### src/rtl/ordered_list_insert_delete_search_macros.svh
// Assertion macros for the positional list block.
`ifndef ORDERED_LIST_INSERT_DELETE_SEARCH_MACROS_SVH
`define ORDERED_LIST_INSERT_DELETE_SEARCH_MACROS_SVH

// Check a condition that must hold in the same cycle as its trigger.
`define OLIDS_ASSERT_NOW(label, ante, cons, msg) \
  label: assert property (@(posedge clk) disable iff (rst) (ante) |-> (cons)) \
    else $error(msg);

// Check a condition that must hold in the cycle after its trigger.
`define OLIDS_ASSERT_NEXT(label, ante, cons, msg) \
  label: assert property (@(posedge clk) disable iff (rst) (ante) |=> (cons)) \
    else $error(msg);

`endif

### src/rtl/olids_pkg.sv
package olids_pkg;

  localparam int DEPTH  = 32;
  localparam int DATA_W = 32;
  localparam int CNT_W  = 6;
  localparam int STEP_W = $clog2(DEPTH);

  typedef enum logic [1:0] {
    CMD_INSERT  = 2'd0,
    CMD_DELETE  = 2'd1,
    CMD_SEARCH  = 2'd2,
    CMD_DISPLAY = 2'd3
  } cmd_t;

  typedef enum logic [2:0] {
    STAT_OK        = 3'd0,
    STAT_NOT_FOUND = 3'd1,
    STAT_BAD_POS   = 3'd2,
    STAT_FULL      = 3'd3,
    STAT_EMPTY     = 3'd4
  } status_t;

  typedef enum logic [2:0] {
    S_IDLE = 3'b001,
    S_SCAN = 3'b010,
    S_DONE = 3'b100
  } state_t;

  // Control from the sequencer to the cell chain.
  typedef struct packed {
    logic              shift;
    logic [DATA_W-1:0] tail;
  } chain_ctl_t;

endpackage

### src/rtl/olids_cell.sv
module olids_cell
  import olids_pkg::*;
(
  input  logic              clk,
  input  logic              shift,
  input  logic [DATA_W-1:0] data_in,
  output logic [DATA_W-1:0] data
);

  // Take the neighbor's word on every shift.
  always_ff @(posedge clk) begin
    if (shift) begin
      data <= data_in;
    end
  end

endmodule

### src/rtl/olids_chain.sv
module olids_chain
  import olids_pkg::*;
(
  input  logic              clk,
  input  chain_ctl_t        ctl,
  output logic [DATA_W-1:0] head,
  output logic [DATA_W-1:0] second
);

  logic [DATA_W-1:0] cell_data [DEPTH];

  // Each cell takes the word of the cell above it; the top cell takes the tail word.
  for (genvar k = 0; k < DEPTH; k++) begin : g_cell
    logic [DATA_W-1:0] feed;
    if (k == DEPTH - 1) begin : g_top
      assign feed = ctl.tail;
    end else begin : g_mid
      assign feed = cell_data[k+1];
    end
    olids_cell u_cell (
      .clk     (clk),
      .shift   (ctl.shift),
      .data_in (feed),
      .data    (cell_data[k])
    );
  end

  assign head   = cell_data[0];
  assign second = cell_data[1];

endmodule

### src/rtl/ordered_list_insert_delete_search.sv
// Positional list of up to DEPTH signed 32-bit words, held in a ring of cells.
// Input channel: command, value, position with in_valid / in_stall. An item is
// taken when in_valid is high and in_stall is low; one item is worked at a time.
// Output channel: status, position_out, value_out, entry_count, last with
// out_valid / out_stall. Every command ends with exactly one result with last set.
// Rejected commands (full list, bad position, empty list) answer straight from
// idle; their result is registered as they are accepted. Other commands
// rotate the cell ring once around, and insert and delete rewrite the list
// during that pass. Insert, delete and search then enter a closing state that
// registers the final result, waiting there while the output register is
// stalled; display returns to idle straight from the pass.
// Search and display send results during the pass, search its last match
// from the closing state. A display entry, or a search match while an earlier
// match waits, seen while the output register is stalled holds the ring until
// it drains.
// The input stalls while a result waits in a stalled output register; once the
// result can drain, the next item is accepted in that cycle. Reset empties the
// list and drops any result still waiting; the cell contents are not cleared.
`include "ordered_list_insert_delete_search_macros.svh"

module ordered_list_insert_delete_search
  import olids_pkg::*;
(
  input  logic              clk,
  input  logic              rst,
  input  logic              in_valid,
  output logic              in_stall,
  input  logic [1:0]        command,
  input  logic signed [31:0] value,
  input  logic [5:0]        position,
  output logic              out_valid,
  input  logic              out_stall,
  output logic [2:0]        status,
  output logic [5:0]        position_out,
  output logic signed [31:0] value_out,
  output logic [5:0]        entry_count,
  output logic              last
);

  localparam logic [STEP_W-1:0] LAST_STEP = STEP_W'(DEPTH - 1);

  state_t            state;
  logic [STEP_W-1:0] step;
  logic [CNT_W-1:0]  count;
  logic              found;
  logic              pend_v;

  cmd_t              cmd_r;
  logic [DATA_W-1:0] val_r;
  logic [STEP_W-1:0] p_r;
  logic [DATA_W-1:0] carry;
  logic [STEP_W-1:0] at;
  logic [STEP_W-1:0] pend;

  logic [DATA_W-1:0] head;
  logic [DATA_W-1:0] second;
  chain_ctl_t        ctl;

  logic              can_emit;
  logic              accept;
  logic              in_range;
  logic              match;
  logic              fnd_now;
  logic              emit;
  status_t           e_status;
  logic [CNT_W-1:0]  e_pos;
  logic [DATA_W-1:0] e_val;
  logic [CNT_W-1:0]  e_cnt;
  logic              e_last;
  logic              full;
  logic              bad_pos;

  olids_chain u_chain (
    .clk    (clk),
    .ctl    (ctl),
    .head   (head),
    .second (second)
  );

  // Handshake on both sides.
  assign can_emit = !out_valid || !out_stall;
  assign in_stall = !((state == S_IDLE) && can_emit);
  assign accept   = in_valid && !in_stall;

  assign in_range = CNT_W'(step) < count;
  assign match    = in_range && (head == val_r);
  assign full     = count >= CNT_W'(DEPTH);
  assign bad_pos  = (position == '0) || ({1'b0, position} > ({1'b0, count} + 7'd1));

  // Decide the ring feed and any result of this cycle.
  always_comb begin
    emit      = 1'b0;
    e_status  = STAT_OK;
    e_pos     = '0;
    e_val     = '0;
    e_cnt     = count;
    e_last    = 1'b1;
    ctl.shift = 1'b0;
    ctl.tail  = head;
    fnd_now   = 1'b0;
    unique case (state)
      S_IDLE: begin
        if (accept) begin
          priority if (cmd_t'(command) == CMD_INSERT && full) begin
            emit     = 1'b1;
            e_status = STAT_FULL;
          end else if (cmd_t'(command) == CMD_INSERT && bad_pos) begin
            emit     = 1'b1;
            e_status = STAT_BAD_POS;
          end else if (cmd_t'(command) == CMD_DELETE && count == '0) begin
            emit     = 1'b1;
            e_status = STAT_EMPTY;
          end else if (cmd_t'(command) == CMD_SEARCH && count == '0) begin
            emit     = 1'b1;
            e_status = STAT_NOT_FOUND;
          end else if (cmd_t'(command) == CMD_DISPLAY && count == '0) begin
            emit     = 1'b1;
            e_status = STAT_EMPTY;
          end else begin
            emit = 1'b0;
          end
        end
      end
      S_SCAN: begin
        unique case (cmd_r)
          CMD_INSERT: begin
            ctl.shift = 1'b1;
            if (step < p_r) begin
              ctl.tail = head;
            end else if (step == p_r) begin
              ctl.tail = val_r;
            end else begin
              ctl.tail = carry;
            end
          end
          CMD_DELETE: begin
            ctl.shift = 1'b1;
            fnd_now   = match && !found;
            ctl.tail  = (found || fnd_now) ? second : head;
          end
          CMD_SEARCH: begin
            ctl.shift = !(match && pend_v) || can_emit;
            emit      = match && pend_v && can_emit;
            e_pos     = CNT_W'(pend) + CNT_W'(1);
            e_val     = val_r;
            e_last    = 1'b0;
          end
          CMD_DISPLAY: begin
            ctl.shift = !in_range || can_emit;
            emit      = in_range && can_emit;
            e_pos     = CNT_W'(step) + CNT_W'(1);
            e_val     = head;
            e_last    = (CNT_W'(step) + CNT_W'(1)) == count;
          end
        endcase
      end
      S_DONE: begin
        unique case (cmd_r)
          CMD_INSERT: begin
            emit  = can_emit;
            e_pos = CNT_W'(p_r) + CNT_W'(1);
            e_val = val_r;
            e_cnt = count + CNT_W'(1);
          end
          CMD_DELETE: begin
            emit = can_emit;
            if (found) begin
              e_pos = CNT_W'(at) + CNT_W'(1);
              e_val = val_r;
              e_cnt = count - CNT_W'(1);
            end else begin
              e_status = STAT_NOT_FOUND;
            end
          end
          CMD_SEARCH: begin
            emit = can_emit;
            if (pend_v) begin
              e_pos = CNT_W'(pend) + CNT_W'(1);
              e_val = val_r;
            end else begin
              e_status = STAT_NOT_FOUND;
            end
          end
          CMD_DISPLAY: begin
            emit = 1'b0;
          end
        endcase
      end
      default: begin
        emit = 1'b0;
      end
    endcase
  end

  // Advance the sequencer, the list length and the output valid.
  always_ff @(posedge clk) begin
    if (rst) begin
      state     <= S_IDLE;
      step      <= '0;
      count     <= '0;
      found     <= 1'b0;
      pend_v    <= 1'b0;
      out_valid <= 1'b0;
    end else begin
      if (emit) begin
        out_valid <= 1'b1;
      end else if (out_valid && !out_stall) begin
        out_valid <= 1'b0;
      end
      unique case (state)
        S_IDLE: begin
          if (accept && !emit) begin
            state  <= S_SCAN;
            step   <= '0;
            found  <= 1'b0;
            pend_v <= 1'b0;
          end
        end
        S_SCAN: begin
          if (ctl.shift) begin
            step <= step + STEP_W'(1);
            if (fnd_now) begin
              found <= 1'b1;
            end
            if (cmd_r == CMD_SEARCH && match) begin
              pend_v <= 1'b1;
            end
            if (step == LAST_STEP) begin
              step  <= '0;
              state <= (cmd_r == CMD_DISPLAY) ? S_IDLE : S_DONE;
            end
          end
        end
        S_DONE: begin
          if (can_emit) begin
            state <= S_IDLE;
            if (cmd_r == CMD_INSERT) begin
              count <= count + CNT_W'(1);
            end else if (cmd_r == CMD_DELETE && found) begin
              count <= count - CNT_W'(1);
            end
          end
        end
        default: begin
          state <= S_IDLE;
        end
      endcase
    end
  end

  // Hold the command operands, the insert carry, the match positions and the result fields.
  always_ff @(posedge clk) begin
    if (state == S_IDLE && accept) begin
      cmd_r <= cmd_t'(command);
      val_r <= value;
      p_r   <= STEP_W'(position - 6'd1);
    end
    if (state == S_SCAN && ctl.shift) begin
      carry <= head;
      if (fnd_now) begin
        at <= step;
      end
      if (cmd_r == CMD_SEARCH && match) begin
        pend <= step;
      end
    end
    if (emit) begin
      status       <= e_status;
      position_out <= e_pos;
      value_out    <= e_val;
      entry_count  <= e_cnt;
      last         <= e_last;
    end
  end

  `OLIDS_ASSERT_NOW(a_count_bound, 1'b1, count <= CNT_W'(DEPTH), "list length above DEPTH")
  `OLIDS_ASSERT_NOW(a_idle_step, state == S_IDLE, step == '0, "step counter not at zero when idle")
  `OLIDS_ASSERT_NOW(a_out_count, out_valid, entry_count == count, "result length differs from list length")
  `OLIDS_ASSERT_NEXT(a_scan_stall, state == S_SCAN && step != LAST_STEP, in_stall, "stall dropped")

endmodule

### config.mk
export PLATFORM = sky130hd
export DESIGN_NAME = ordered_list_insert_delete_search
export DESIGN_NICKNAME = d
export VERILOG_FILES = /design/src/rtl/olids_pkg.sv /design/src/rtl/olids_cell.sv /design/src/rtl/olids_chain.sv /design/src/rtl/ordered_list_insert_delete_search.sv
export VERILOG_INCLUDE_DIRS = /design/src /design/src/rtl
export SDC_FILE = /design/constraint.sdc
export NUM_CORES = 1
export LEC_CHECK = 0
export BUFFER_PORTS_ARGS = -buffer_cell sky130_fd_sc_hd__buf_2
export CELL_PAD_IN_SITES_DETAIL_PLACEMENT = 1
export CELL_PAD_IN_SITES_GLOBAL_PLACEMENT = 1
export CORE_ASPECT_RATIO = 1.25
export CORE_MARGIN = 4
export CORE_UTILIZATION = 49
export DETAILED_ROUTE_END_ITERATION = 6
export PLACE_DENSITY = 0.82
export SLEW_MARGIN = 40
export SYNTH_ARGS = -nofsm -noshare
export SYNTH_HDL_FRONTEND = slang
export SYNTH_SLANG_ARGS = --single-unit
### constraint.sdc
create_clock -name clk -period 66.9 [get_ports clk]
set_input_delay 3.345 -clock clk [delete_from_list [all_inputs] [get_ports clk]]
set_output_delay 3.345 -clock clk [all_outputs]
set_load 0.05 [all_outputs]
# Word-level counts from Yosys, hierarchy flattened
# Index checks and enable logic that the tools add are counted.
[totals] reg_bits=1170 input_bits=44 output_inout_bits=50 elab_cells=189
[op_classes] n_addsub=9 magnitude_cmp=4 eq_ne=19 mux=62 n_reduce_logical=46
[op_table] op="one-hot mux 32 bit (2 select lines)" n=3
[op_table] op="2-to-1 mux 32 bit" n=5
[op_table] op="one-hot mux 32 bit (3 select lines)" n=1
[op_table] op="2-to-1 mux 6 bit" n=6
[op_table] op="one-hot mux 6 bit (2 select lines)" n=3
[op_table] op="2-to-1 mux 3 bit" n=11
[op_table] op="2-to-1 mux 33 bit" n=1
[op_table] op="== test 32 bit" n=1
[op_table] op="adder 5 x 1 -> 6 bit, second input constant" n=4
[op_table] op="logical AND 1 bit" n=18
[op_table] op="one-hot mux 6 bit (3 select lines)" n=1
[op_table] op="2-to-1 mux 1 bit" n=17
[op_table] op="2-to-1 mux 5 bit" n=3
[op_table] op="zero test 6 bit" n=2
[op_table] op="!= test 2 bit, second input constant" n=6
[op_table] op="one-hot mux 1 bit (2 select lines)" n=6
[op_table] op="AND reduction 4 bit" n=3
[op_table] op="one-hot mux 5 bit (2 select lines)" n=1
[op_table] op="one-hot mux 3 bit (3 select lines)" n=1
[op_table] op="== test 2 bit, second input constant" n=4
[op_table] op="adder 6 x 1 -> 7 bit, second input constant" n=1
[op_table] op="> comparator 6 x 7 -> 1 bit" n=1
[op_table] op="zero test 1 bit" n=7
[op_table] op="adder 6 x 1 -> 6 bit, second input constant" n=1
[op_table] op="other kinds (22)" n=33

# Longest topological paths before layout
# Gate-level depths: netlist of the first run.
[logic_depth] word_depth=13 ltp_mapped=12 mapped_depth_nobuf=11

# Hierarchy
# From an unflattened synthesis of the first run, not the netlist that was laid out.
[hier_totals] hier_cells=1731 hier_area_um2=38707.1
[by_module_without_submodules] mod="olids_cell" n_inst=32 cells_per_inst=32 area_each_um2=960.9 seq_area_each_um2=960.9
[by_module_without_submodules] mod="ordered_list_insert_delete_search" n_inst=1 cells_per_inst=707 area_each_um2=7957.6 seq_area_each_um2=4214.0

# Least setup slack after synthesis of the first run
# Ideal clock, no wire load.
[synth_timing] kind="reg2reg" from="register count[3]" to="register step[3]" setup_time_ps=181 arrival_time_ps=64198 required_time_ps=66719 path_slack_ps=2522 path_stages_with_launch=10 n_path_buf=1 synth_period_minus_slack_ps=64378 path_cell_list="dfxtp_1 -> buf_1 -> inv_1 -> ha_1 -> a21o_1 -> a21oi_1 -> a21o_1 -> a31oi_1 -> nor3_2 -> mux2_2"
[synth_lines] element="start: declaration" line_no="ordered_list_insert_delete_search.sv:44" text="logic [CNT_W-1:0] count;"
[synth_lines] element="start signal: assignment" line_no="ordered_list_insert_delete_search.sv:238" text="count <= count + CNT_W'(1);"
[synth_lines] element="start signal: assignment" line_no="ordered_list_insert_delete_search.sv:240" text="count <= count - CNT_W'(1);"
[synth_lines] element="end signal: assignment" line_no="ordered_list_insert_delete_search.sv:221" text="step <= step + STEP_W'(1);"
[synth_lines] element="end: declaration" line_no="ordered_list_insert_delete_search.sv:43" text="logic [STEP_W-1:0] step;"

# Worst setup path in the final report of the first run
[layout_timing] from="input out_stall" to="output in_stall"
[layout_via] elab_chain_len=4
[layout_lines] element="start: declaration" line_no="ordered_list_insert_delete_search.sv:32" text="input logic out_stall,"
[layout_lines] element="zero test 1 bit" line_no="ordered_list_insert_delete_search.sv:81" text="assign can_emit = !out_valid || !out_stall;"
[layout_lines] element="logical OR 1 bit" line_no="ordered_list_insert_delete_search.sv:81"
[layout_lines] element="logical AND 1 bit" line_no="ordered_list_insert_delete_search.sv:82" text="assign in_stall = !((state == S_IDLE) && can_emit);"
[layout_lines] element="zero test 1 bit" line_no="ordered_list_insert_delete_search.sv:82"
[layout_lines] element="end: declaration" line_no="ordered_list_insert_delete_search.sv:27" text="output logic in_stall,"
# Every way passes these cells.

==> results of run 1 <==
## layer usage
layer | vias up | routed length [um] | GRT usage (%)
li1 | 7207 | - | -
met1 | 8445 | 30800 | 24.5
met2 | 608 | 35400 | 28.3
met3 | 144 | 4930 | 3.69
met4 | 0 | 2290 | 6.17
met5 | - | 0 | 0
## where the power goes
part	leakage, nW	internal [mW]	total (mW)	switching, mW
sequential	10.6	0.797	0.800	0.00288
clock	1.73	0.361	0.617	0.257
combinational	1.94	0.00438	0.0189	0.0145
total	14.2	1.16	1.44	0.274
## area by class of cell
| class | instances | area share (%) |
|---|---|---|
| Sequential cell | 1170 | 79.5 |
| Multi-Input combinational cell | 482 | 7.52 |
| Clock buffer | 122 | 6.26 |
| Tap cell | 1044 | 2.97 |
| Clock inverter | 73 | 1.83 |
| Timing Repair Buffer | 118 | 1.73 |
| Inverter | 22 | 0.188 |
## worst max-delay path: stages
cell and delay [ps]:
sky130_fd_sc_hd__buf_2 90, sky130_fd_sc_hd__nand2_1 190, sky130_fd_sc_hd__nand3_1 190, sky130_fd_sc_hd__buf_2 280
## worst paths after layout
| check | endpoint | slack [ps] | cells after the start |
|---|---|---|---|
| setup reg to reg | u_chain.g_cell[2].u_cell.data[0] | 61670 | 11 |
| hold reg to reg | u_chain.g_cell[8].u_cell.data[5] | 400 | 0 |
| hold / removal | u_chain.g_cell[8].u_cell.data[5] | 400 | 0 |
| setup / recovery | in_stall | 59450 | 4 |
## state kept, by name, indices dropped and copies added, names as in the netlist
name                        flops
at                              5
carry                          32
cmd_r                           2
count                           6
entry_count                     6
found                           1
last                            1
out_valid                       1
p_r                             5
pend                            5
pend_v                          1
position_out                    6
state                           3
status                          3
step                            5
u_chain.g_cell.u_cell.data   1024
val_r                          32
value_out                      32
## logic make-up (layout without fill, tap and decap cells)
logic type                 count (synthesis)  in the layout  share of synthesized area (%)
AOI/OAI and AO/OA                        186            186                           3.55
buffers and inverters                     57            335                          0.625
and+or+nand+nor                          203            203                           2.48
xor gates and xnor gates                  60             60                           1.37
adders and majority gates                 28             28                          0.905
muxes                                      5              5                          0.133
DFF                                     1170           1170                           90.9
## layout by cell type, fill, tap and decap left out, types with 18 or more instances in the layout
cell                        netlist  routed
sky130_fd_sc_hd__edfxtp_1      1153    1153
sky130_fd_sc_hd__clkinv_2         0      20
sky130_fd_sc_hd__o21ai_0         25      24
sky130_fd_sc_hd__inv_1           21      20
sky130_fd_sc_hd__nand2_1         93      93
sky130_fd_sc_hd__a221o_1         32      32
sky130_fd_sc_hd__xnor2_1         18      18
sky130_fd_sc_hd__xor2_1          42      42
sky130_fd_sc_hd__ha_1            27      27
sky130_fd_sc_hd__a22o_1          31      31
sky130_fd_sc_hd__nor2_1          30      29
sky130_fd_sc_hd__a21oi_1         52      52
sky130_fd_sc_hd__clkbuf_16        0     108
sky130_fd_sc_hd__clkinv_1         1      25
sky130_fd_sc_hd__buf_2            6      93
==> results by stage, run 1 <==
Global route:
- The initial antenna violation count is 4.
- After global routing the overflow that remains totals 0.
- Entering global routing, the biggest net connects 110 pins.
- The number of global-route vias before repair was 17,100.
- Global routing used 17.6% of the available tracks.
- The global-route wire length before repair is 110 mm.

Timing:
- The final worst setup slack is 59,450 ps.
- At the pin with the least slew margin, the transition time is 800 ps.
- The number of endpoints failing setup at the final stage is 0.
- Setup repair after global routing left no endpoint under its margin.
- The worst path uses 11.1% of the clock period.
- The shortest period the worst path allows is 7450 ps.
- The clock arrives with 38.0 ps of skew.
- The max-slew violation total from the final report was 0.
- Timing would allow up to 134 MHz.
- The worst slew margin relative to its limit is 46.3%.
- Across all hold checks on the routed design, the worst slack comes to 405 ps.
- The final count of hold timing violations is 0.
- After routing, the total negative slack on setup checks comes to 0 ps.

Synthesis:
- The number of library cell types mapped by synthesis is 61.
- The count of warnings emitted by yosys is 0.
- The share of Yosys cell area claimed by the top area cell type is 90.1%.
- Ranked by instance count, the synthesized netlist is headed by sky130_fd_sc_hd__edfxtp_1, sky130_fd_sc_hd__nand2_1, sky130_fd_sc_hd__a21oi_1.
- The net count after synthesis is 1,780.
- In this run, synthesis inferred 1,153 flip-flops with an integrated enable.
- Among all cell types in the netlist, the one instantiated most often is sky130_fd_sc_hd__edfxtp_1.
- Dividing the synthesized area by the synthesized cell count gives 22.5 sq um.
- The biggest area consumer among synthesized cells is sky130_fd_sc_hd__edfxtp_1.
- The synthesis-stage register bit count is 1,170.
- Sorting the synthesized cells by area gives the leading types as sky130_fd_sc_hd__edfxtp_1, sky130_fd_sc_hd__xor2_1, sky130_fd_sc_hd__nand2_1.
- Summing the sequential cell areas from Yosys gives 90.9% of the chip area.
- In the synthesized netlist the async set-or-reset flop fraction comes to 0%.
- Synthesis produced a netlist whose cell count is 1,709.
- After synthesis the cells add up to 38,400 sq um.
- The primary flip-flop cell chosen by synthesis mapping is sky130_fd_sc_hd__edfxtp_1.

CTS:
- Clock tree synthesis found a total of 1,170 sinks.
- The setup fix buffers added after clock tree synthesis is 0.
- Buffers inserted during clock tree synthesis total 105.
- After clock tree synthesis, the flow added hold-fix buffers numbering 0.
- After clock tree synthesis, the clock-pin slew on the worst setup and hold paths is 70 ps.
- The count of cells resized by post-cts repair is 0.
- The clock reaches the later pin of the worst-skew pair after 670 ps.
- Clock tree synthesis selected as its root buffer the cell sky130_fd_sc_hd__clkbuf_16.
- The CTS tree is yes.
- The number of H-tree branching levels is 3.
- The buffer levels on the longest clock path is 3.

Routing:
- The post-route antenna net violation count is 0.
- The routed via count is 16,400.
- For this run, design rule violations remaining after detail routing come to 0.
- In the final routed layout, each cell accounts on average for 24.2 um.
- The per-cell via count in the routed design is 5.41.
- After detailed routing, the total wire length is 73.4 mm.
- The initial detailed-routing violation count is 1,697.
- The number of detailed-routing iterations run before antenna repair is 5.

Hold path:
- In this run the most critical hold path is launched from u_chain.g_cell[9].u_cell.data[5].
- The type of the worst min-delay path is flip-flop to flip-flop.

Setup path:
- The worst endpoint data arrival time is 4100 ps.
- The peak fanout along the critical path is 8.
- In this run the critical register-to-register path is launched from count[3].
- The data required time of the worst path is 63,560 ps.
- STA classifies the critical path startpoint as a primary input.
- The worst setup path is captured at a primary output.
- The critical path start-end classification is primary input to primary output.
- Tracing the worst setup path back leads to its startpoint at out_stall.

Finish:
- The growth of design area from synthesis to finish is 14.4%.
- The final standard cell utilization of the core is 56.7%.
- The count of cells in the finished layout, fillers not included, comes to 3,031.
- The final-layout fill cell count is 6,651.
- 0 antenna diodes ended up in the layout.
- The fraction of layout cells with a size suffix above 1 is 14.4%.
- The multi-input gate area in the final layout is 3310 sq um.
- Across the whole layout, storage elements account for 35,000 sq um.
- The number of nets in the final layout is 1,970.
- The design area is 44,000 sq um.

Placed design:
- In this run, placement finished with an instance count of 2,836.
- The quantity of I/O buffers inserted on ports is 93.
- The worst setup slack before clock tree synthesis is 59,160 ps.
- The placed wire-length estimate after detailed placement is 41.1 mm.
- The final RePlAce weighted congestion is 0.822.
- The post-detailed-placement cell area is 40,400 sq um.

Power:
- The final total power is 1.44 mW.
- Across the VDD grid, the largest voltage drop is 23.1 uV.
- The power per unit of standard cell area is 32.7 nW/um^2.
- The analysis attributes to cell leakage a power of 14.2 nW.

Floorplan:
- In this run the vertical extent of the chip is 321 um.
- The horizontal die dimension is 259 um.
- Once the floorplan was initialized, standard cells occupied 49.5% of the core.
- The floorplan step defined a die boundary enclosing 83,000 sq um.
- The number of top-level pins is 94.
- The floorplan has 114 rows.
- The core area is 77,600 sq um.

Run:
- The number of max-capacitance violations reported is 0.

Run status:
- The flow ran to the end, and the final reports show no timing, DRC or antenna violations.
No activity file was read; power rests on OpenSTA's default activity.
==> inputs of run 2 (changes only) <==
==> constraint.sdc (replaced) <==
create_clock -name clk -period 6.35 [get_ports clk]
set_input_delay 0.3175 -clock clk [delete_from_list [all_inputs] [get_ports clk]]
set_output_delay 0.3175 -clock clk [all_outputs]
set_load 0.05 [all_outputs]
==> run 2 against run 1 <==
  * Die area did not move
  * Sequential power rose to 11 times the previous value
  * Total power grew to 10 times the previous value
  * Sequential cell count is the same
==> results by stage, run 2 (synthesis gave the netlist of run 1 again) <==
Finish:
- The most common library cell in the layout ignoring fill and taps is sky130_fd_sc_hd__edfxtp_1.
- The register ranked first by flip-flop count is u_chain.g_cell.u_cell.data.
- The top cell types in the final layout, fill and taps aside, are sky130_fd_sc_hd__edfxtp_1, sky130_fd_sc_hd__clkbuf_16, sky130_fd_sc_hd__nand2_1, sky130_fd_sc_hd__buf_2, sky130_fd_sc_hd__a21oi_1.
- The number of flip-flops under the largest register name is 1,024 (unchanged).
- The fraction of layout cells with a size suffix above 1 is 13.8% (-0.69 points).
- The growth of design area from synthesis to finish is 15.2%.
- The final standard cell utilization of the core is 57.1% (+0.38 points).
- The number of nets in the final layout is 2,005 (+1.8%).

Timing:
- The post-route clock period utilization is 62.7%.
- The number of endpoints failing setup at the final stage was 0 (unchanged).
- The slew at the pin closest to its max-slew limit was 774 ps (-26.0 ps).
- The final count of hold timing violations is 0 (unchanged).
- The hold slack is 77.4 ps (-327 ps).
- The worst slew margin relative to its limit was 48.4% (+2.1 points).
- The shortest period the worst path allows is 3980 ps.
- The max-slew violation total from the final report is 0 (unchanged).
- The final worst setup slack is 2370 ps (-57,080 ps).
- Setup repair after global routing left no endpoint under its margin.
- The accumulated negative setup slack is 0 ps (unchanged).
- The clock skew is 51.4 ps (+13.4 ps).
- The peak clock frequency supported by timing is 251 MHz.

Setup path:
- The worst reg-to-reg setup slack was 2370 ps (-59,300 ps).
- The worst endpoint data arrival time was 4260 ps (+160 ps).
- The worst register-to-register path begins at count[0].
- The capture point of the worst path is value_out[12].
- STA classifies the critical path startpoint as a flip-flop.
- The worst reg-to-reg path cell count is 12 (+1).
- The destination of the worst register-to-register timing path is value_out[12].
- The data required time of the worst path is 6630 ps (-56,930 ps).
- The worst setup path is captured at a flip-flop.
- The peak fanout along the critical path is 48 (+40).
- In this run the worst setup path begins at count[0].
- The critical path start-end classification is flip-flop to flip-flop.

Routing:
- The overall routed net length is 77.6 mm (+5.8%).
- The remaining design rule violation count is 0 (unchanged).
- The post-detailed-route wirelength per cell was 25.4 um (+4.8%).
- The routed via count was 16,800 (+2.6%).
- The initial detailed-routing violation count is 1,884 (+11%).
- The number of detailed-routing iterations run before antenna repair is 6 (+1).
- The post-route antenna net violation count is 0 (unchanged).
- The per-cell via count in the routed design is 5.50 (+1.7%).

Floorplan:
- The initial core utilization is 49.5% (unchanged).
- The cell row count is 114 (unchanged).
- The core area was 77,600 sq um (unchanged).
- The horizontal die dimension is 259 um (unchanged).
- The die boundary height came to 321 um (unchanged).
- The die area was 83,000 sq um (unchanged).
- The number of top-level pins is 94 (unchanged).

Run status:
- The flow ran to the end, and the final reports show no timing, DRC or antenna violations.

Run:
- The number of max-capacitance violations reported is 0 (unchanged).

Power:
- The final total power is 14.9 mW (+940%).
- The part of the power in combinational logic came to 1.5% (+0.2 points).
- The reported leakage power was 14.3 nW (+0.63%).
- The switching fraction of total power is 19.6% (+0.51 points).
- The worst supply voltage drop on vdd is 246 uV (+970%).
- The internal cell power is 12.0 mW (+930%).
- The register share of total power came to 56.5% (+0.8 points).
- The power per unit of standard cell area is 337 nW/um^2 (+930%).
- The switching power is 2.93 mW (+970%).
- The proportion of power drawn by the clock network is 42.1% (-0.9 points).

Global route:
- The global-route wire length before repair is 113 mm (+3.5%).
- The number of global-route vias before repair came to 17,500 (+2.5%).
- The maximum number of pins on one net before global-route repair is 188 (+71%).
- The initial antenna violation count is 9 (+5).
- The leftover overflow at the end of global routing is 0 (unchanged).
- The total global-route track usage came to 18.5% (+0.84 points).

CTS:
- The CTS tree is yes.
- The clock latency at the later pin of the worst-skew pair was 680 ps (about the same).
- The buffer levels on the longest clock path was 3 (unchanged).
- The clock slew at the register clock pins of the worst setup and hold paths is 60 ps (about the same).
- The number of sinks driven by the clock tree is 1,170 (unchanged).
- The master cell of the clock root buffer is sky130_fd_sc_hd__clkbuf_16.
- The number of CTS-inserted buffers was 105 (unchanged).
- The setup fix buffers added after clock tree synthesis came to 0 (unchanged).
- The number of H-tree branching levels came to 3 (unchanged).

Hold path:
- The instance count along the most critical hold path is 2 (+2).
- The tightest min-delay check is of the primary input to flip-flop type.

Placed design:
- The placed wire-length estimate after detailed placement came to 43.2 mm (+5.1%).
- The worst setup slack before clock tree synthesis is 2450 ps (-56,710 ps).
- The quantity of I/O buffers inserted on ports is 93 (unchanged).
- The final RePlAce weighted congestion is 0.811 (-1.4%).
## run 2: worst min path at each step
stage                     slack (ps)                               start                            endpoint
final                             80                         position[3]                              p_r[3]
after detailed placement         410  u_chain.g_cell[14].u_cell.data[12]  u_chain.g_cell[13].u_cell.data[12]
after global placement           400   u_chain.g_cell[4].u_cell.data[12]   u_chain.g_cell[3].u_cell.data[12]
after floorplan                  400   u_chain.g_cell[11].u_cell.data[0]   u_chain.g_cell[10].u_cell.data[0]
after CTS                         30                                 rst                            count[3]
after global routing              60                                 rst                            count[3]
## run 2: timing repair
item	in CTS	in global routing
resized for setup	0	0
hold buffers	35	0
hold endpoints to repair	35	0
## run 2: power groups by stage
| stage | sequential (mW) | combinational [mW] | clock (mW) |
|---|---|---|---|
| final | 8.43 | 0.220 | 6.28 |
| after global routing | 8.43 | 0.230 | 6.79 |
| after CTS | 8.43 | 0.222 | 6.45 |
| after detailed placement | 8.59 | 0.202 | 0 |
| after global placement | 8.59 | 0.198 | 0 |
| after floorplan | 8.64 | 0.0593 | 0 |
## run 2: metal layers
| metal | wire length [um] | part of all wire (%) | up-vias | GRT usage [%] |
|---|---|---|---|---|
| met5 | 21 | 0.027 | - | 0 |
| met4 | 1910 | 2.5 | 4 | 5.47 |
| met3 | 5590 | 7.2 | 132 | 3.83 |
| met2 | 38200 | 49 | 700 | 30.7 |
| met1 | 32000 | 41 | 8733 | 25.2 |
| li1 | - | - | 7267 | - |
## run 2: stage by stage
stage          cell area, sq um  instances
2_1_floorplan             38500       1709
3_3_place_gp              40300       2827
3_5_place_dp              40500       2833
4_1_cts                   44200       3055
5_1_grt                   44300       3058
6_report                  44300       3060
## run 2: layout make-up
type | instances | area (sq um)
fill | 6637 | 33300
multi-input combinational | 482 | 3320
inverter | 22 | 88.8
clock buffer | 130 | 2770
tap | 1044 | 1310
timing repair buffer | 153 | 1210
antenna | 2 | 5.00
clock inverter | 57 | 608
sequential | 1170 | 35000
## run 2: critical path: stages (launching register included)
cell and delay (ps):
sky130_fd_sc_hd__dfxtp_1 630, sky130_fd_sc_hd__inv_1 170, sky130_fd_sc_hd__ha_1 370, sky130_fd_sc_hd__inv_1 90, sky130_fd_sc_hd__ha_1 330, sky130_fd_sc_hd__nor2b_1 180, sky130_fd_sc_hd__o211a_1 170, sky130_fd_sc_hd__o21ai_0 90
sky130_fd_sc_hd__maj3_1 390, sky130_fd_sc_hd__a21oi_1 240, sky130_fd_sc_hd__o41ai_1 160, sky130_fd_sc_hd__o21ai_4 100, sky130_fd_sc_hd__buf_4 610
==> inputs of run 3 (changes only) <==
==> constraint.sdc (replaced) <==
create_clock -name clk -period 3.4 [get_ports clk]
set_input_delay 0.17 -clock clk [delete_from_list [all_inputs] [get_ports clk]]
set_output_delay 0.17 -clock clk [all_outputs]
set_load 0.05 [all_outputs]
==> run 3 against run 2 <==
  * First-iteration DRC count shrank 5.0%
  * Count of clock-buffer cells in the layout shrank 2
  * Maximum frequency grew 23%
  * Core utilization grew 0.24 points
  * Register-to-register slack lost 2200 ps
  * Critical path depth grew 1
  * Die area is the same
  * Sequential share of layout area shrank 0.32 points
  * Critical path type unchanged
  * Critical endpoint is now value_out[10]
  * Largest cell class unchanged
==> results by stage, run 3 (synthesis gave the netlist of run 1 again) <==
Run status:
- The run finished with clean final reports.

Floorplan:
- The number of top-level pins was 94 (unchanged).
- The initial core utilization came to 49.5% (unchanged).
- The core area is 77,600 sq um (unchanged).
- The die area is 83,000 sq um (unchanged).
- The cell row count came to 114 (unchanged).
- The die boundary height came to 321 um (unchanged).
- The horizontal die dimension is 259 um (unchanged).

Hold path:
- In this run the most critical hold path is launched from position[1].
- The terminating pin of the worst hold path is p_r[1].
- The instance count along the most critical hold path came to 4 (+2).
- In this run the worst hold path is classified as primary input to flip-flop.

Global route:
- The maximum number of pins on one net before global-route repair came to 92 (-51%).
- The leftover overflow at the end of global routing came to 0 (unchanged).
- The total global-route track usage came to 19.1% (+0.59 points).
- The initial antenna violation count is 9 (unchanged).
- The global-route wire length before repair is 117 mm (+3.3%).
- The number of global-route vias before repair is 17,800 (+1.9%).

Placed design:
- The final RePlAce weighted congestion was 0.882 (+8.9%).
- The placed wire-length estimate after detailed placement is 44.8 mm (+3.7%).
- The quantity of I/O buffers inserted on ports is 93 (unchanged).

CTS:
- The number of CTS-inserted buffers is 103 (-1.9%).
- TritonCTS built the clock tree.
- The clock slew at the register clock pins of the worst setup and hold paths is 60 ps (about the same).
- The number of sinks driven by the clock tree is 1,170 (unchanged).
- The setup fix buffers added after clock tree synthesis is 0 (unchanged).
- The clock latency at the later pin of the worst-skew pair came to 690 ps (about the same).
- The buffer levels on the longest clock path is 3 (unchanged).
- The master cell of the clock root buffer is sky130_fd_sc_hd__clkbuf_16.
- The number of H-tree branching levels is 3 (unchanged).

Finish:
- The fraction of layout cells with a size suffix above 1 is 15.4% (+1.6 points).
- The most common library cell in the layout ignoring fill and taps is sky130_fd_sc_hd__edfxtp_1.
- The number of nets in the final layout was 2,037 (+1.6%).
- From synthesis to final layout, the design area changed by 15.6%.
- The final standard cell utilization of the core is 57.3% (+0.24 points).
- Leaving out fill and tap cells, the most frequent cells in the layout are sky130_fd_sc_hd__edfxtp_1, sky130_fd_sc_hd__clkbuf_16, sky130_fd_sc_hd__nand2_1, sky130_fd_sc_hd__buf_2, sky130_fd_sc_hd__a21oi_1.
- u_chain.g_cell.u_cell.data holds more flip-flops than any other register.
- The number of flip-flops under the largest register name is 1,024 (unchanged).

Setup path:
- The slowest library cell on the worst path is sky130_fd_sc_hd__dfxtp_4.
- The critical path start-end classification is flip-flop to flip-flop.
- The critical path goes through inv_6 -> ha_1 -> inv_1 -> ha_1 -> nor2b_1 -> o211a_1 -> o21ai_1 -> maj3_1 -> a21oi_1 -> o41ai_1 -> buf_4 -> o21ai_4 -> buf_4.
- The peak fanout along the critical path is 21 (-56%).
- The worst reg-to-reg path cell count is 13 (+1).
- The startpoint identified for the worst register-to-register timing path is count[1].
- The biggest cell delay along the critical path came to 430 ps (-200 ps).
- The worst endpoint data arrival time is 3590 ps (-670 ps).
- The sort of element at the end of the critical path is a flip-flop.
- The data required time of the worst path came to 3750 ps (-2880 ps).
- The destination of the worst register-to-register timing path is value_out[10].
- The worst reg-to-reg setup slack came to 160 ps (-2210 ps).
- The worst setup path is launched from a flip-flop.

Routing:
- The overall routed net length is 79.5 mm (+2.5%).
- The post-detailed-route wirelength per cell was 25.7 um (+1.2%).
- The routed via count is 17,200 (+1.9%).
- The post-route antenna net violation count is 0 (unchanged).
- The per-cell via count in the routed design came to 5.54 (+0.71%).
- The remaining design rule violation count was 0 (unchanged).
- The number of detailed-routing iterations run before antenna repair was 6 (unchanged).
- The initial detailed-routing violation count was 1,789 (-5.0%).

Timing:
- The clock skew was 45.5 ps (-5.99 ps).
- The number of endpoints failing setup at the final stage came to 0 (unchanged).
- The max-slew violation total from the final report came to 0 (unchanged).
- The accumulated negative setup slack is 0 ps (unchanged).
- The post-route clock period utilization was 95.3% (+33 points).
- The peak clock frequency supported by timing came to 308 MHz (+23%).
- The final count of hold timing violations came to 0 (unchanged).
- Setup repair after global routing left no endpoint under its margin.
- The slew at the pin closest to its max-slew limit is 715 ps (-58.7 ps).
- The worst slew margin relative to its limit is 52.0% (+3.5 points).
- The shortest period the worst path allows is 3240 ps (-737 ps).

Power:
- The worst supply voltage drop on vdd is 441 uV (+79%).
- The power per unit of standard cell area is 621 nW/um^2 (+84%).
- The reported leakage power is 14.5 nW (+0.80%).

Run:
- The number of max-capacitance violations reported is 0 (unchanged).
[run 3: changes by cell type in the layout (fill, tap and decap cells not counted), moves of 2 or more]
cell / delta
sky130_fd_sc_hd__buf_4: +27
sky130_fd_sc_hd__clkinv_2: +10
sky130_fd_sc_hd__buf_12: +9
sky130_fd_sc_hd__clkinv_1: -7
sky130_fd_sc_hd__dlygate4sd3_1: +7
sky130_fd_sc_hd__buf_16: -5
sky130_fd_sc_hd__bufinv_16: -5
sky130_fd_sc_hd__clkinvlp_4: +5
sky130_fd_sc_hd__buf_8: -4
sky130_fd_sc_hd__clkbuf_16: -3
sky130_fd_sc_hd__clkinv_16: +2
sky130_fd_sc_hd__nor4_1: -2
sky130_fd_sc_hd__nor4_2: +2
[run 3: cell type report]
| type | count | area [sq um] |
|---|---|---|
| inverters | 22 | 88.8 |
| repair buffers | 187 | 1460 |
| flip-flops and latches | 1170 | 35000 |
| clock buffers | 128 | 2700 |
| multi-input cells | 482 | 3330 |
| clock inverters | 63 | 596 |
| fillers | 6721 | 33100 |
| diodes | 1 | 2.50 |
| well taps | 1044 | 1310 |
[run 3: routing by layer]
metal  up-vias  part of all wire (%)  global-route usage (%)
li1       7325                     -                       -
met1      8847                    40                    25.3
met2       803                    49                    31.3
met3       183                   8.4                    4.99
met4         2                   3.1                    6.36
met5         -                 0.016                       0
[run 3: power by group]
part	internal, mW	leakage, nW	switching [mW]
sequential	15.7	10.6	0.0606
combinational	0.125	2.28	0.312
clock	6.17	1.59	5.26
[run 3: repair_timing]
item	4_1_cts	5_1_grt
resized for setup	0	4
setup endpoints to repair	0	85
endpoints found under the hold margin	51	0
hold buffers	42	0
[run 3: worst max path at each step]
| stage | from | to | cells after the start |
|---|---|---|---|
| 2_1_floorplan | count[1] | step[3] | 9 |
| 3_3_place_gp | count[1] | value_out[15] | 13 |
| 3_5_place_dp | count[1] | value_out[17] | 13 |
| 4_1_cts | count[1] | value_out[12] | 13 |
| 5_1_grt | count[1] | entry_count[4] | 13 |
| 6_report | count[1] | value_out[10] | 13 |
[run 3: worst max-delay path: cells and delay by family (launching register included)]
| family | cells | cell delay (ps) |
|---|---|---|
| adders and majority gates | 3 | 1040 |
| AOI/OAI and AO/OA | 5 | 620 |
| and+or+nand+nor | 1 | 140 |
| buffers and inverters | 4 | 650 |
| DFF | 1 | 430 |
[run 3: through the flow]
| step | hold WS, ps | cell area (sq um) | power [mW] | setup slack (ps) | std cells |
|---|---|---|---|---|---|
| finish | 35.0 | 44500 | 27.6 | 158 | 3097 |
| global route | 37.6 | 44500 | 28.6 | 19.9 | 3096 |
| CTS | 13.4 | 44400 | 27.8 | 34.1 | 3096 |
| detailed placement | 349 | 40700 | 16.4 | 142 | 2863 |
| global placement | 352 | 40700 | 16.4 | 182 | 2863 |
| floorplan | 269 | 38500 | 16.3 | -17350 | 1709 |
